**config.mk**
```make
export PLATFORM = sky130hd
export DESIGN_NAME = rbdd_ctrl
export DESIGN_NICKNAME = d
export VERILOG_FILES = /design/src/rtl/rbdd_pkg.sv /design/src/rtl/rbdd_ctrl.sv
export SDC_FILE = /design/constraint.sdc
export NUM_CORES = 1
export LEC_CHECK = 0
export ABC_AREA = 1
export BUFFER_PORTS_ARGS = -buffer_cell sky130_fd_sc_hd__buf_2
export CORE_ASPECT_RATIO = 0.7
export CORE_MARGIN = 1
export CORE_UTILIZATION = 52
export CTS_BUF_LIST = sky130_fd_sc_hd__clkbuf_8
export DETAILED_ROUTE_END_ITERATION = 8
export HOLD_SLACK_MARGIN = 0.02
export PLACE_DENSITY = 0.76
export SKIP_LAST_GASP = 1
export SYNTH_ARGS = -nofsm -noshare
export SYNTH_HDL_FRONTEND = slang
export SYNTH_SLANG_ARGS = --single-unit
```
**constraint.sdc**
```tcl
create_clock -name clock -period 1.9 [get_ports clock]
set_input_delay 0.19 -clock clock [delete_from_list [all_inputs] [get_ports clock]]
set_output_delay 0.19 -clock clock [all_outputs]
set_load 0.02 [all_outputs]
```
**src/rtl/rbdd_pkg.sv**
```systemverilog
// Shared types, codes and arithmetic helpers for the rigid body derived data unit.
package rbdd_pkg;

   localparam logic OP_LOAD    = 1'b0;
   localparam logic OP_COMPUTE = 1'b1;

   localparam logic [1:0] PH_SQ  = 2'd0;
   localparam logic [1:0] PH_ROT = 2'd1;
   localparam logic [1:0] PH_RI  = 2'd2;
   localparam logic [1:0] PH_W   = 2'd3;

   localparam logic [1:0] N_R = 2'd0;
   localparam logic [1:0] N_I = 2'd1;
   localparam logic [1:0] N_J = 2'd2;
   localparam logic [1:0] N_K = 2'd3;

   localparam logic [1:0] ROW_QUAT    = 2'd3;
   localparam logic [3:0] TENSOR_N    = 4'd9;
   localparam logic [4:0] SQRT_STEPS  = 5'd25;
   localparam logic [4:0] DIV_STEPS   = 5'd17;

   typedef struct packed {
      logic       load_en;
      logic       capture_en;
      logic       mac_en;
      logic       mac_first;
      logic       store_en;
      logic       sqrt_init;
      logic       sqrt_step;
      logic       div_init;
      logic       div_step;
      logic       norm_store;
      logic       emit;
      logic [1:0] ph;
      logic [1:0] row;
      logic [1:0] col;
      logic [2:0] term;
      logic [1:0] comp;
   } cmd_type;

   typedef struct packed {
      logic       neg;
      logic [1:0] x;
      logic [1:0] y;
   } rterm_type;

   function automatic logic [2:0] mac_terms(input logic [1:0] ph);
      logic [2:0] k;
      case (ph)
         PH_SQ:   k = 3'd4;
         PH_ROT:  k = 3'd2;
         PH_RI:   k = 3'd3;
         PH_W:    k = 3'd6;
         default: k = 3'd4;
      endcase
      return k;
   endfunction

   // Each rotation entry is a constant plus two terms of the form +/-2*a*b.
   function automatic rterm_type rot_term(input logic [3:0] e, input logic t);
      rterm_type r;
      case ({e, t})
         5'd0:    r = '{1'b1, N_J, N_J};
         5'd1:    r = '{1'b1, N_K, N_K};
         5'd2:    r = '{1'b0, N_I, N_J};
         5'd3:    r = '{1'b1, N_R, N_K};
         5'd4:    r = '{1'b0, N_I, N_K};
         5'd5:    r = '{1'b0, N_R, N_J};
         5'd6:    r = '{1'b0, N_I, N_J};
         5'd7:    r = '{1'b0, N_R, N_K};
         5'd8:    r = '{1'b1, N_I, N_I};
         5'd9:    r = '{1'b1, N_K, N_K};
         5'd10:   r = '{1'b0, N_J, N_K};
         5'd11:   r = '{1'b1, N_R, N_I};
         5'd12:   r = '{1'b0, N_I, N_K};
         5'd13:   r = '{1'b1, N_R, N_J};
         5'd14:   r = '{1'b0, N_J, N_K};
         5'd15:   r = '{1'b0, N_R, N_I};
         5'd16:   r = '{1'b1, N_I, N_I};
         5'd17:   r = '{1'b1, N_J, N_J};
         default: r = '{1'b0, N_R, N_R};
      endcase
      return r;
   endfunction

   function automatic logic [1:0] idx3(input logic [1:0] v);
      return (v == 2'd3) ? 2'd0 : v;
   endfunction

   // Shift right by sixteen, rounding half away from zero.
   function automatic logic [71:0] round16(input logic [87:0] x);
      logic [87:0] y;
      y = x + (x[87] ? 88'h7FFF : 88'h8000);
      return y[87:16];
   endfunction

   function automatic logic [31:0] sat32(input logic [71:0] v);
      logic [31:0] r;
      if (v[71:31] == '0 || v[71:31] == '1) begin
         r = v[31:0];
      end else if (v[71]) begin
         r = 32'h8000_0000;
      end else begin
         r = 32'h7FFF_FFFF;
      end
      return r;
   endfunction

endpackage

```
**src/rtl/rbdd_ctrl.sv**
```systemverilog
// Sequencer that steps the datapath through normalisation, rotation and tensor products.
module rbdd_ctrl (
   input  logic              clock,
   input  logic              reset,
   input  logic              req_valid,
   input  logic              req_op,
   output logic              req_stall,
   output logic              rsp_valid,
   input  logic              rsp_stall,
   output rbdd_pkg::cmd_type cmd
);

   localparam logic [2:0] ST_IDLE = 3'd0;
   localparam logic [2:0] ST_MAC  = 3'd1;
   localparam logic [2:0] ST_SQRT = 3'd2;
   localparam logic [2:0] ST_DIV  = 3'd3;
   localparam logic [2:0] ST_EMIT = 3'd4;

   logic [2:0] state_ff, state_in;
   logic [1:0] phase_ff, phase_in;
   logic [1:0] row_ff, row_in;
   logic [1:0] col_ff, col_in;
   logic [2:0] term_ff, term_in;
   logic [4:0] iter_ff, iter_in;
   logic [1:0] comp_ff, comp_in;
   logic [2:0] k;

   always_comb begin
      state_in = state_ff;
      phase_in = phase_ff;
      row_in   = row_ff;
      col_in   = col_ff;
      term_in  = term_ff;
      iter_in  = iter_ff;
      comp_in  = comp_ff;
      cmd      = '0;
      cmd.ph   = phase_ff;
      cmd.row  = row_ff;
      cmd.col  = col_ff;
      cmd.term = term_ff;
      cmd.comp = comp_ff;
      k        = rbdd_pkg::mac_terms(phase_ff);
      case (state_ff)
         ST_IDLE: begin
            if (req_valid) begin
               if (req_op == rbdd_pkg::OP_COMPUTE) begin
                  cmd.capture_en = 1'b1;
                  state_in = ST_MAC;
                  phase_in = rbdd_pkg::PH_SQ;
                  row_in   = 2'd0;
                  col_in   = 2'd0;
                  term_in  = 3'd0;
               end else begin
                  cmd.load_en = 1'b1;
               end
            end
         end
         ST_MAC: begin
            if (term_ff < k) begin
               cmd.mac_en    = 1'b1;
               cmd.mac_first = (term_ff == 3'd0);
            end
            if (term_ff == k + 3'd1) begin
               cmd.store_en = 1'b1;
               term_in = 3'd0;
               if (phase_ff == rbdd_pkg::PH_SQ) begin
                  state_in = ST_SQRT;
                  iter_in  = 5'd0;
               end else if (col_ff == 2'd2) begin
                  col_in = 2'd0;
                  if (row_ff == 2'd2) begin
                     row_in = 2'd0;
                     case (phase_ff)
                        rbdd_pkg::PH_ROT: phase_in = rbdd_pkg::PH_RI;
                        rbdd_pkg::PH_RI:  phase_in = rbdd_pkg::PH_W;
                        default: begin
                           phase_in = rbdd_pkg::PH_SQ;
                           state_in = ST_EMIT;
                        end
                     endcase
                  end else begin
                     row_in = row_ff + 2'd1;
                  end
               end else begin
                  col_in = col_ff + 2'd1;
               end
            end else begin
               term_in = term_ff + 3'd1;
            end
         end
         ST_SQRT: begin
            if (iter_ff == 5'd0) begin
               cmd.sqrt_init = 1'b1;
            end else begin
               cmd.sqrt_step = 1'b1;
            end
            if (iter_ff == rbdd_pkg::SQRT_STEPS) begin
               state_in = ST_DIV;
               iter_in  = 5'd0;
               comp_in  = 2'd0;
            end else begin
               iter_in = iter_ff + 5'd1;
            end
         end
         ST_DIV: begin
            iter_in = iter_ff + 5'd1;
            if (iter_ff == 5'd0) begin
               cmd.div_init = 1'b1;
            end else if (iter_ff <= rbdd_pkg::DIV_STEPS) begin
               cmd.div_step = 1'b1;
            end else begin
               cmd.norm_store = 1'b1;
               iter_in = 5'd0;
               if (comp_ff == 2'd3) begin
                  state_in = ST_MAC;
                  phase_in = rbdd_pkg::PH_ROT;
                  row_in   = 2'd0;
                  col_in   = 2'd0;
                  term_in  = 3'd0;
               end else begin
                  comp_in = comp_ff + 2'd1;
               end
            end
         end
         ST_EMIT: begin
            cmd.emit = 1'b1;
            if (!rsp_stall) begin
               if (row_ff == rbdd_pkg::ROW_QUAT) begin
                  state_in = ST_IDLE;
                  row_in   = 2'd0;
               end else begin
                  row_in = row_ff + 2'd1;
               end
            end
         end
         default: state_in = ST_IDLE;
      endcase
   end

   assign req_stall = (state_ff != ST_IDLE);
   assign rsp_valid = (state_ff == ST_EMIT);

   always_ff @(posedge clock) begin
      if (reset) begin
         state_ff <= ST_IDLE;
         phase_ff <= rbdd_pkg::PH_SQ;
         row_ff   <= 2'd0;
         col_ff   <= 2'd0;
         term_ff  <= 3'd0;
         iter_ff  <= 5'd0;
         comp_ff  <= 2'd0;
      end else begin
         state_ff <= state_in;
         phase_ff <= phase_in;
         row_ff   <= row_in;
         col_ff   <= col_in;
         term_ff  <= term_in;
         iter_ff  <= iter_in;
         comp_ff  <= comp_in;
      end
   end

endmodule

```
== Yosys cells after proc, flatten, opt, wreduce, memory -nomap -nowiden ==
Index checks and enable logic that the tools add are counted.

* $add $sub $neg: 6
* Magnitude comparators: 2
* Eq/ne operators: 30
* Muxes and demuxes: 73
* Reduce and logical (&&, ||, !) cells: 17

{| class="wikitable"
|+ Operators by type and width
! operator !! count
|-
| $mux 3 || 21
|-
| $mux 2 || 30
|-
| $ne 2x2->1 const B || 13
|-
| $mux 5 || 5
|-
| $reduce_and 10->1 || 2
|-
| $pmux 3 s5 || 1
|-
| $pmux 5 s3 || 1
|-
| $eq 2x2->1 const B || 6
|-
| $pmux 2 s3 || 2
|-
| $pmux 3 s4 || 1
|-
| $reduce_and 12->1 || 1
|-
| $ne 3x3->1 const B || 3
|-
| $pmux 3 s3 || 1
|-
| $reduce_bool 3->1 || 3
|-
| $mux 1 || 8
|-
| $pmux 2 s2 || 2
|-
| $pmux 2 s4 || 1
|-
| $reduce_and 8->1 || 1
|-
| $add 2x1->2 const B || 3
|-
| $add 3x1->3 const B || 2
|-
| $eq 3x2->1 const B || 2
|-
| $logic_not 3->1 || 2
|-
| $reduce_and 6->1 || 1
|-
| $add 5x1->5 const B || 1
|-
| other kinds (15) || 15
|}

* Flip-flop bits (word level): 19
* Input bits: 5
* Output and inout port bits: 24

== Logic depth before layout (Yosys ltp) ==
Gate-level depths: netlist of the first run.

* Depth after elaboration: 8
* Mapped depth: 13
* Mapped depth without buffers: 13

== Worst setup path before layout of the first run ==
OpenSTA, ideal clock, no wires.

* Path type: flip-flop to output port
* From: reg phase_ff[0]
* To: out cmd[18] in the netlist's numbering
* Data arrival time: 2.878 ns
* Path slack: -1.168 ns
* Stages on the path, launching flop included: 9
* Buffers on the path: 0
* Cells stage by stage: dfxtp_1 > inv_1 > ha_1 > ha_1 > nand2_1 > nor2_1 > a2111oi_0 > nand2_1 > nor2_1

{| class="wikitable"
|+ RTL lines
! what !! line !! source
|-
| start, declared || rbdd_ctrl.sv:20 || <nowiki>logic [1:0] phase_ff, phase_in;</nowiki>
|-
| start signal, assigned || rbdd_ctrl.sv:146 || <nowiki>phase_ff <= rbdd_pkg::PH_SQ;</nowiki>
|-
| start signal, assigned || rbdd_ctrl.sv:154 || <nowiki>phase_ff <= phase_in;</nowiki>
|-
| end, declared || rbdd_ctrl.sv:10 || <nowiki>output rbdd_pkg::cmd_type cmd</nowiki>
|}

==> results.json, run 1 <==
{
  "synth.yosys.seq_area_share_pct": 24.4,
  "setup_viol": 2,
  "diodes": 0,
  "cpMaxStageDelayCell": "dfxtp_4",
  "worstReg2RegEnd": "state_ff[2]",
  "synthesis.nets": 265,
  "grt_max_degree": 12,
  "regToRegSetupSlack_ns": 0.01,
  "first_iter_violations": 146,
  "netlist_instances": 244,
  "cp.arrival_ns": 1.82,
  "synth_compound_area_share_pct": 7.79,
  "fin_area_um2": 1990,
  "status": "finished with violations",
  "antenna_found_initial": 0,
  "worst_pin_slew_ns": 0.344,
  "boundaryPins": 29,
  "synth-warning-count": 0,
  "power_density_nw_per_um2": 1440,
  "startpoint_type": "flop",
  "synth_top_family_by_area": "simple AND/OR/NAND/NOR gates",
  "gp_congestion": 0.861,
  "cp_num_buf_inv": 4,
  "yosys.area_share.simple_pct": 42.1,
  "ir_drop_uv": 964,
  "vias": 1645,
  "synth.cell_area_um2": 1560,
  "grt_pass1_wl_um": 6020,
  "slew_headroom_pct": 76.9,
  "use_met2_pct": 39.8,
  "start_util_pct": 55.2,
  "p_int_w": 0.00138,
  "holdBufCountCts": 0,
  "p_seq_share_pct": 21.5,
  "slowest_delay_ns": 0.37,
  "final_max_slew_viol_count": 0,
  "drc": 0,
  "core_um2": 2820,
  "crit_start": "phase_ff[0]",
  "synthXorXnorAreaFrac_pct": 2.25,
  "synth_area_leaders": "dfxtp_1, nand2_1, ha_1, inv_1, nand3_1",
  "grt_overflow_total": 0,
  "drive_above_1_share_pct": 30.4,
  "synth_commonest_cells": "nand2_1, inv_1, nor2_1",
  "power.clock.fraction_pct": 9.9,
  "met3_usage_pct": 5.95,
  "wl_per_cell_um": 12.6,
  "busiest_layer": "met2",
  "die_x_um": 67.4,
  "cts.path.max_buffers": 2,
  "grt_usage_pct": 26.1,
  "crit_top_cell": "buf_4",
  "die_h_um": 47.8,
  "die_area_um2": 3220,
  "crit_chain": "inv_4 -> ha_2 -> ha_1 -> inv_1 -> nand2_1 -> nor2_2 -> nand3_2 -> buf_4 -> nor2_1 -> buf_4",
  "cp.depth": 10,
  "rows": 16,
  "ant_nets": 0,
  "rsz0062_at_grt": "yes",
  "synthMuxAreaShare_pct": 0,
  "hold_ws_ns": 0.236,
  "drv_cap": 0,
  "grt_use_met1_pct": 37.9,
  "dpl_cell_area_um2": 1840,
  "synth.lib_cells_used.distinct": 27,
  "switching_share_pct": 52.1,
  "async_reset_ff_share_pct": 0,
  "clock_skew_ns": 0.00542,
  "switching_power_w": 0.00150,
  "worst_r2r_startpoint": "phase_ff[0]",
  "final_nets": 305,
  "synth-edff-count": 0,
  "first_pass_iters": 5,
  "grt_pass1_vias": 1329,
  "clockRootBuffer": "clkbuf_8",
  "period_minus_slack_ns": 2.01,
  "yosys.area.top_type": "dfxtp_1",
  "areaGrowthSynthToFinish_pct": 28.0,
  "portBuffers": 28,
  "crit_family": "adder cells",
  "synth-adder-area-share_pct": 12.9,
  "htree_levels": 1,
  "cp_max_fo": 3,
  "finalHoldViolations": 0,
  "timing.fmax_mhz": 496,
  "cts.sinks": 19,
  "required_ns": 1.71,
  "synth_top_flop_cell": "dfxtp_1",
  "p_leak_nw": 1.04,
  "synth_top_area_share_pct": 24.4,
  "power_frac_comb_pct": 68.6,
  "cts_tree": "yes",
  "hold_path_class": "input port to flop",
  "period_share_pct": 106,
  "wl_um": 4000,
  "dp_hpwl_um": 3030,
  "insertion_delay_ns": 0.26,
  "endpoint_kind": "primary output",
  "crit_path_end": "cmd[17]",
  "synth_most_common_cell": "nand2_1",
  "ys_ff_latch": 19,
  "finalWorstSetupSlack_ns": -0.114,
  "synth.avg_cell_area_um2": 6.38,
  "viasPerCell": 5.16,
  "violations": "setup timing",
  "rr_worst_depth": 13,
  "cts_buffers": 3,
  "path_clk_slew_ns": 0.07,
  "worst-setup-path-type": "flop to primary output"
}
[power by group through the flow]
stage	combinational, W	sequential [W]	clock [W]
after detailed placement	0.00170	0.000626	0
after CTS	0.00177	0.000613	0.000291
final	0.00197	0.000617	0.000285
after floorplan	0.00124	0.000682	0
after global routing	0.00220	0.000630	0.000307
after global placement	0.00168	0.000621	0
[cells in the final DEF, fill, tap and decap left out, types with 2 or more instances in the layout]
cell type,instances
nand3_1,20
nor2_1,29
a31oi_1,3
nor2_4,4
inv_4,2
ha_1,13
clkbuf_8,3
nor3_1,2
inv_1,33
nand3_2,10
buf_4,12
nor2_2,7
ha_4,2
nand2_1,59
inv_2,2
nand4_1,2
nand2_2,8
a21oi_1,10
buf_2,25
dfxtp_4,2
o21ai_0,2
dfxtp_1,16
xor2_1,4
[logic make-up after synthesis]
family                   after synthesis
AND/OR/NAND/NOR                      145
adder cells (fa/ha/maj)               16
buffers and inverters                 41
AO/OA/AOI/OAI                         19
flip-flops                            19
XOR/XNOR                               4
[registers in the layout, indices dropped and copies added (netlist names)]
name,cells
term_ff,3
iter_ff,5
row_ff,2
comp_ff,2
col_ff,2
state_ff,3
phase_ff,2
[how the worst min path moves through the flow]
| stage | startpoint | to | slack [ns] | cells past startpoint |
|---|---|---|---|---|
| after floorplan | req_op | cmd[21] | 0.46 | 1 |
| after global placement | term_ff[0] | term_ff[0] | 0.49 | 2 |
| after detailed placement | term_ff[0] | term_ff[0] | 0.49 | 2 |
| after CTS | reset | iter_ff[0] | 0.25 | 2 |
| after global routing | reset | iter_ff[0] | 0.24 | 2 |
| final | reset | iter_ff[0] | 0.24 | 2 |
[final cells by class]
type / count / area, um^2
flip-flops and latches: 19 / 389
multi-input cells: 184 / 1140
fillers: 232 / 830
inverters: 38 / 148
clock inverters: 1 / 5.00
well taps: 36 / 45.0
repair buffers: 38 / 226
clock buffers: 3 / 41.3
[metal layers]
layer	share of wire, %	routed length (um)
met4	1.1	46
met1	51	2040
met2	41	1650
met3	6.6	265
met5	0	0
[metrics by stage]
stage,worst slack [ns],cells,util [%],power [W],setup TNS (ns)
after floorplan,-0.0296,244,-,0.00193,-0.0296
after global placement,0.0913,312,65.1,0.00231,0
after detailed placement,0.0566,312,65.1,0.00232,0
after CTS,-0.110,318,67.8,0.00267,-0.177
after global routing,-0.198,319,70.6,0.00313,-0.848
final,-0.114,319,70.6,0.00287,-0.212
[what timing repair did]
| item | in CTS | in global routing |
|---|---|---|
| resized for setup | 6 | 19 |
| pin swaps | 5 | 2 |
| gates cloned | 0 | 0 |
| setup buffers | 2 | 1 |
| endpoints found under the setup margin | 3 | 18 |
Power figures use the tool's default switching activity.
==> run 2, diff against run 1 <==
--- a/config.mk
+++ b/config.mk
@@ -13,7 +13,8 @@
 export CTS_BUF_LIST = sky130_fd_sc_hd__clkbuf_8
 export DETAILED_ROUTE_END_ITERATION = 8
 export HOLD_SLACK_MARGIN = 0.02
-export PLACE_DENSITY = 0.76
+export PLACE_DENSITY = 0.8
+export SETUP_SLACK_MARGIN = 0.4
 export SKIP_LAST_GASP = 1
 export SYNTH_ARGS = -nofsm -noshare
 export SYNTH_HDL_FRONTEND = slang
==> run 2 against run 1 <==
  * The run still ends with setup timing left
  * Core utilization increased by 17 points
  * Global-route usage increased by 3.9 points
  * Critical path depth increased by 4
  * Design area increased by 24%
  * Clock skew decreased by 0.0018 ns
  * Sequential share of layout area decreased by 3.4 points
  * Routed wire length increased by 63%
  * Sequential power increased by 5.5%
  * Power increased by 25%
  * Cell count increased by 6.3%
  * Non-clock buffer count increased by 20
  * First-iteration DRC count increased by 55%
  * Critical endpoint is now phase_ff[1]
  * Highest routed layer unchanged
==> results.json, run 2 (synthesis results as in run 1) <==
{
  "status": "finished with violations",
  "violations": "setup timing",
  "grt_use_met1_pct": 37.0,
  "regArea_um2": 400,
  "viasPerCell": 5.99,
  "met3_usage_pct": 6.19,
  "cts_tree": "yes",
  "areaGrowthSynthToFinish_pct": 59.0,
  "diodes": 0,
  "cts.sinks": 19,
  "grt_max_degree": 11,
  "dp_hpwl_um": 2880,
  "p_int_w": 0.00165,
  "clockRootBuffer": "clkbuf_8",
  "grt_pass1_wl_um": 6900,
  "period_minus_slack_ns": 2.13,
  "power.clock.fraction_pct": 8.0,
  "die_h_um": 47.8,
  "cts_buffers": 3,
  "reg_top3": "iter_ff (5), state_ff (3), term_ff (3)",
  "gp_congestion": 0.850,
  "cpMaxStageDelayCell": "dfxtp_4",
  "setup_viol": 17,
  "regToRegSetupSlack_ns": -0.23,
  "grt_overflow_total": 0,
  "worst_pin_slew_ns": 0.410,
  "use_met2_pct": 54.0,
  "dp_slack_ns": 0.00593,
  "hold_path_class": "input port to flop",
  "crit_top_cell": "buf_6",
  "boundaryPins": 29,
  "layout_commonest_cell": "nand2_1",
  "largest_reg_flops": 5,
  "switching_power_w": 0.00195,
  "switching_share_pct": 54.1,
  "drv_cap": 0,
  "insertion_delay_ns": 0.26,
  "finalWorstSetupSlack_ns": -0.231,
  "startpoint_type": "flop",
  "start_util_pct": 55.2,
  "cts.path.max_buffers": 2,
  "portBuffers": 28,
  "power_density_nw_per_um2": 1450,
  "busiest_layer": "met2",
  "timing.fmax_mhz": 469,
  "wl_per_cell_um": 19.2,
  "clock_skew_ns": 0.00364,
  "die_area_um2": 3220,
  "fillerInstances": 136,
  "rows": 16,
  "p_leak_nw": 1.24,
  "worst-setup-path-type": "flop to flop",
  "final_cell_mix": "nand2_1, inv_1, nor2_1, buf_2, buf_4",
  "required_ns": 2.07,
  "p_seq_share_pct": 18.1,
  "ir_drop_uv": 894,
  "slew_headroom_pct": 72.7,
  "power_frac_comb_pct": 73.9,
  "post-route-util_pct": 87.7,
  "finalHoldViolations": 0,
  "endpoint_kind": "flop",
  "grt_pass1_vias": 1536,
  "first_iter_violations": 226,
  "grt_usage_pct": 30.0,
  "cp_max_fo": 4,
  "cp.arrival_ns": 2.30,
  "htree_levels": 1,
  "slowest_delay_ns": 0.37,
  "multi_input_comb_area_um2": 1370,
  "antenna_found_initial": 0,
  "drc": 0,
  "final_max_slew_viol_count": 0,
  "period_share_pct": 112,
  "die_x_um": 67.4,
  "rsz0062_at_grt": "yes",
  "holdBufCountCts": 0,
  "core_um2": 2820,
  "wl_um": 6510,
  "top_register": "iter_ff",
  "path_clk_slew_ns": 0.07,
  "drive_above_1_share_pct": 46.9,
  "first_pass_iters": 7,
  "vias": 2032,
  "ant_nets": 0,
  "crit_chain": "buf_6 -> ha_4 -> ha_4 -> inv_2 -> nand2_2 -> nor2_4 -> nand3_2 -> buf_6 -> nand2_8 -> buf_6 -> nand3_2 -> nand2_1 -> inv_1 -> nor2_1",
  "final_nets": 325
}
## run 2: cell count changes in the layout (fill, tap and decap cells not counted), moves of 5 or more
cell,previous run,this run
buf_6,1,16
nand2_1,59,50
nand2_4,1,9
buf_4,12,19
dfxtp_1,16,11
inv_1,33,28
## run 2: layout make-up
cell class / count / area share (%)
Sequential cell: 19 / 16.2
Multi-Input combinational cell: 184 / 55.3
Clock inverter: 1 / 0.152
Inverter: 38 / 6.57
Clock buffer: 3 / 1.67
Timing Repair Buffer: 58 / 18.3
Tap cell: 36 / 1.82
## run 2: repair_timing
item	CTS	global route
gates cloned	0	0
setup endpoints to repair	30	31
pin swaps	9	19
resized for setup	41	62
setup buffers	13	11
## run 2: power by group through the flow
stage          logic, W  clock network, W  registers, W
4_1_cts         0.00196          0.000289      0.000615
5_1_grt         0.00283          0.000303      0.000662
3_5_place_dp    0.00170                 0      0.000620
6_report        0.00266          0.000289      0.000651
2_1_floorplan   0.00126                 0      0.000682
3_3_place_gp    0.00168                 0      0.000619
## run 2: metrics by stage
stage	hold slack, ns	cells	power (W)	area (um^2)	setup TNS [ns]
global placement	0.489	311	0.00230	1850	0
floorplan	0.431	244	0.00194	1640	-0.0296
CTS	0.219	328	0.00287	2130	-0.421
global route	0.281	339	0.00379	2480	-2.66
finish	0.283	339	0.00360	2480	-1.97
detailed placement	0.490	311	0.00232	1850	0
## run 2: final timing paths
kind                                   from          end  cells past startpoint
worst min-delay path                  reset   term_ff[1]                      2
worst max register to register  phase_ff[1]  phase_ff[1]                     14
worst min register to register   iter_ff[0]   iter_ff[0]                      2
worst max-delay path            phase_ff[1]  phase_ff[1]                     14
## run 2: metal layers
metal  part of all wire [%]  up-vias
met1                     37      927
met4                    8.2        0
met2                     45      157
met3                     10       60
met5                      0        -
li1                       -      888
## run 2: critical path: cells and delay by family, from the launching register on
kind	cells	cell delay [ns]
DFF	1	0.37
adders and majority gates	2	0.38
buffers and inverters	5	0.49
and+or+nand+nor	7	0.81
==> run 3, diff against run 2 <==
--- a/config.mk
+++ b/config.mk
@@ -5,7 +5,6 @@
 export SDC_FILE = /design/constraint.sdc
 export NUM_CORES = 1
 export LEC_CHECK = 0
-export ABC_AREA = 1
 export BUFFER_PORTS_ARGS = -buffer_cell sky130_fd_sc_hd__buf_2
 export CORE_ASPECT_RATIO = 0.7
 export CORE_MARGIN = 1
==> run 3 against run 2 <==
  * Area after synthesis about the same
  * Synthesized cell count down 23%
  * The flow now stops in global routing
==> results.json, run 3 <==
{
  "status": "did not finish",
  "haltStage": "global routing",
  "error": "[ERROR GRT-0232] Routing congestion too high. Check the congestion heatmap in the GUI.",
  "die_x_um": 67.4,
  "crit_endpoint": "col_ff[1]$_SDFFE_PP0P_/D",
  "htree_levels": 1,
  "worstEndpointType": "register input",
  "die_h_um": 47.8,
  "grt_usage_pct": 83.1,
  "dp.cells": 278,
  "cts.path.max_buffers": 2,
  "synth_commonest_cells": "dfxtp_1, nor2_1, ha_1",
  "synth_top_flop_cell": "dfxtp_1",
  "synth.avg_cell_area_um2": 8.25,
  "grt_max_degree": 14,
  "start_util_pct": 55.2,
  "synthesis.nets": 210,
  "dp_slack_ns": -0.243,
  "synth.lib_cells_used.distinct": 55,
  "netlist_instances": 189,
  "synth-warning-count": 0,
  "gp_congestion": 0.929,
  "synth_top_area_share_pct": 24.4,
  "synth-edff-count": 0,
  "rows": 16,
  "ys_ff_latch": 19,
  "portBuffers": 28,
  "boundaryPins": 29,
  "yosys.area.top_type": "dfxtp_1",
  "async_reset_ff_share_pct": 0,
  "clockRootBuffer": "clkbuf_8",
  "synth_area_leaders": "dfxtp_1, ha_1, nor2_1, a21oi_1, nand2_1",
  "grt_overflow_total": 101,
  "dp_hpwl_um": 3690,
  "cts_buffers": 3,
  "cts.sinks": 19,
  "synth.cell_area_um2": 1560,
  "synth.yosys.seq_area_share_pct": 24.4
}
-- run 3: per-layer routing --
metal / global-route usage (%) / GRT overflow
met5: 34.4 / 0
met4: 106 / 40
met3: 57.1 / 1
met1: 79.5 / 2
met2: 106 / 58
-- run 3: per-stage QoR --
| step | setup TNS [ns] | instance area [um^2] | utilization [%] |
|---|---|---|---|
| after floorplan | -0.238 | 1760 | - |
| after global placement | -0.172 | 2150 | 76.1 |
| after detailed placement | -0.703 | 2150 | 76.1 |
| after CTS | -1.05 | 2600 | 92.1 |
-- run 3: logic make-up after synthesis --
family | after synthesis | synth area share (%)
mux | 1 | 0.722
buf+inv | 22 | 5.70
flops | 19 | 24.4
fa+ha+maj | 16 | 12.8
compound gates | 52 | 25.5
xor+xnor | 3 | 3.13
simple gates | 76 | 27.7
-- run 3: what timing repair did --
item | 4_1_cts
setup buffers | 14
setup endpoints to repair | 32
pin swaps | 26
hold buffers | 0
resized for setup | 69
==> run 4, diff against run 3 <==
==> config.mk (replaced) <==
export PLATFORM = sky130hd
export DESIGN_NAME = rbdd_ctrl
export DESIGN_NICKNAME = d
export VERILOG_FILES = /design/src/rtl/rbdd_pkg.sv /design/src/rtl/rbdd_ctrl.sv
export SDC_FILE = /design/constraint.sdc
export NUM_CORES = 1
export LEC_CHECK = 0
export BUFFER_PORTS_ARGS = -buffer_cell sky130_fd_sc_hd__buf_2
export CORE_MARGIN = 1
export CORE_UTILIZATION = 40
export DETAILED_ROUTE_END_ITERATION = 8
export PLACE_DENSITY_LB_ADDON = 0.15
export SKIP_LAST_GASP = 1
export SYNTH_ARGS = -nofsm -noshare
export SYNTH_HDL_FRONTEND = slang
export SYNTH_SLANG_ARGS = --single-unit
==> constraint.sdc (replaced) <==
create_clock -name clock -period 2.47 [get_ports clock]
set_input_delay 0.247 -clock clock [delete_from_list [all_inputs] [get_ports clock]]
set_output_delay 0.247 -clock clock [all_outputs]
set_load 0.02 [all_outputs]
==> run 4 against run 3 <==
  * The run now ends clean
  * Area after synthesis unchanged
  * Synthesized cell count unchanged
==> results.json, run 4 <==
{
  "insertion_delay_ns": 0.26,
  "vias": 1540,
  "grt_overflow_total": 0,
  "synth_top_flop_cell": "dfxtp_1",
  "synth_top_area_share_pct": 24.4,
  "tns_ns": 0,
  "crit_start": "phase_ff[0]",
  "largest_reg_flops": 5,
  "slew_headroom_pct": 64.0,
  "hold_ws_ns": 0.401,
  "synth.avg_cell_area_um2": 8.25,
  "antenna_found_initial": 0,
  "cts.path.max_buffers": 2,
  "core_um2": 3690,
  "cts_tree": "yes",
  "synth_commonest_cells": "dfxtp_1, nor2_1, ha_1",
  "clockRootBuffer": "clkbuf_8",
  "die_x_um": 64.4,
  "cts_buffers": 3,
  "boundaryPins": 29,
  "reg_top3": "iter_ff (5), state_ff (3), term_ff (3)",
  "regToRegSetupSlack_ns": 0.14,
  "grt_pass1_vias": 1459,
  "drive_above_1_share_pct": 22.0,
  "timing.fmax_mhz": 429,
  "crit_chain": "inv_1 -> ha_1 -> ha_1 -> nor4b_2 -> o311ai_2 -> or4_1 -> o31ai_1",
  "synth_area_leaders": "dfxtp_1, ha_1, nor2_1, a21oi_1, nand2_1",
  "power_density_nw_per_um2": 752,
  "startpoint_type": "flop",
  "synth-edff-count": 0,
  "cp_num_buf_inv": 1,
  "endpoint_kind": "flop",
  "final_cell_mix": "buf_2, nor2_1, dfxtp_1, ha_1, nand2_1",
  "ys_ff_latch": 19,
  "finalHoldViolations": 0,
  "hold_path_class": "input port to flop",
  "yosys.area.top_type": "dfxtp_1",
  "drc": 0,
  "grt_usage_pct": 21.0,
  "cp.depth": 7,
  "rows": 22,
  "clock_skew_ns": 0.00210,
  "fillerInstances": 365,
  "slowest_delay_ns": 0.55,
  "async_reset_ff_share_pct": 0,
  "ir_drop_uv": 291,
  "portBuffers": 28,
  "start_util_pct": 42.3,
  "die_h_um": 64.4,
  "grt_pass1_wl_um": 6790,
  "top_register": "iter_ff",
  "period_minus_slack_ns": 2.33,
  "period_share_pct": 94.3,
  "worst_r2r_startpoint": "phase_ff[0]",
  "fin_area_um2": 1810,
  "final_max_slew_viol_count": 0,
  "synth-warning-count": 0,
  "rr_worst_depth": 7,
  "crit_top_cell": "ha_1",
  "final_nets": 240,
  "path_clk_slew_ns": 0.08,
  "diodes": 0,
  "areaGrowthSynthToFinish_pct": 16.4,
  "synth.yosys.seq_area_share_pct": 24.4,
  "worst_pin_slew_ns": 0.539,
  "wl_um": 4040,
  "die_area_um2": 4150,
  "viasPerCell": 5.79,
  "drv_cap": 0,
  "synthesis.nets": 210,
  "status": "finished clean",
  "first_pass_iters": 4,
  "p_leak_nw": 0.750,
  "crit_family": "simple AND/OR/NAND/NOR gates",
  "layout_commonest_cell": "buf_2",
  "setup_viol": 0,
  "first_iter_violations": 60,
  "cts.sinks": 19,
  "grt_max_degree": 24,
  "dp_hpwl_um": 3030,
  "wl_per_cell_um": 15.2,
  "gp_congestion": 0.898,
  "cp.arrival_ns": 2.50,
  "holdBufCountCts": 0,
  "synth.lib_cells_used.distinct": 55,
  "synth.cell_area_um2": 1560,
  "worst-setup-path-type": "flop to flop",
  "crit_path_end": "phase_ff[1]",
  "cpMaxStageDelayCell": "or4_1",
  "ant_nets": 0,
  "required_ns": 2.64,
  "rsz0062_at_grt": "no",
  "dpl_cell_area_um2": 1760,
  "cp_max_fo": 7,
  "worstReg2RegEnd": "phase_ff[1]",
  "htree_levels": 1,
  "netlist_instances": 189
}
==> run 4: cell counts after synthesis <==
No cell type changed its count.
==> run 4: kinds of logic after synthesis <==
kind of cell	after synthesis	synth area share (%)
DFF	19	24.4
AOI/OAI and AO/OA	52	25.5
xor gates and xnor gates	3	3.13
adders and majority gates	16	12.8
buffers and inverters	22	5.70
muxes	1	0.722
and+or+nand+nor	76	27.7
==> run 4: what timing repair did <==
action / in CTS / in global routing
endpoints found under the setup margin: 0 / 3
gates resized for setup: 0 / 1
setup buffers: 0 / 0
==> run 4: how the worst min path moves through the flow <==
stage,from,to,depth (start not counted)
floorplan,reset,state_ff[1],2
global placement,col_ff[1],col_ff[1],2
detailed placement,col_ff[0],col_ff[0],2
CTS,reset,term_ff[1],2
global route,reset,term_ff[1],2
finish,reset,term_ff[1],2
==> run 4: cell type report <==
cell class / count / area, um^2 / share of cell area (%)
Multi-Input combinational cell: 148 / 1100 / 60.5
Sequential cell: 19 / 380 / 21.0
Timing Repair Buffer: 33 / 178 / 9.79
Tap cell: 48 / 60.1 / 3.31
Inverter: 14 / 52.6 / 2.90
Clock buffer: 3 / 41.3 / 2.28
Clock inverter: 1 / 5.00 / 0.276
==> run 4: metal layers <==
metal	wire [um]	global-route usage [%]	vias to the layer above
li1	-	-	763
met1	1910	27.2	736
met2	1930	35.1	35
met3	132	4.23	6
met4	63	5.56	0
met5	0	0	-
==> run 4: power by group <==
group          leakage (nW)  switching [W]  internal [W]
registers             0.154      0.0000549      0.000351
clock network        0.0255       0.000117      0.000113
logic                 0.570       0.000459      0.000272
==> run 4: metrics by stage <==
step                total power [W]  worst slack [ns]  cells  util [%]
finish                      0.00137             0.141    266      49.2
global route                0.00147            0.0101    266      49.2
CTS                         0.00136             0.104    266      49.0
detailed placement          0.00113             0.125    262      47.7
global placement            0.00111             0.253    262      47.7
floorplan                  0.000932            0.0340    189         -
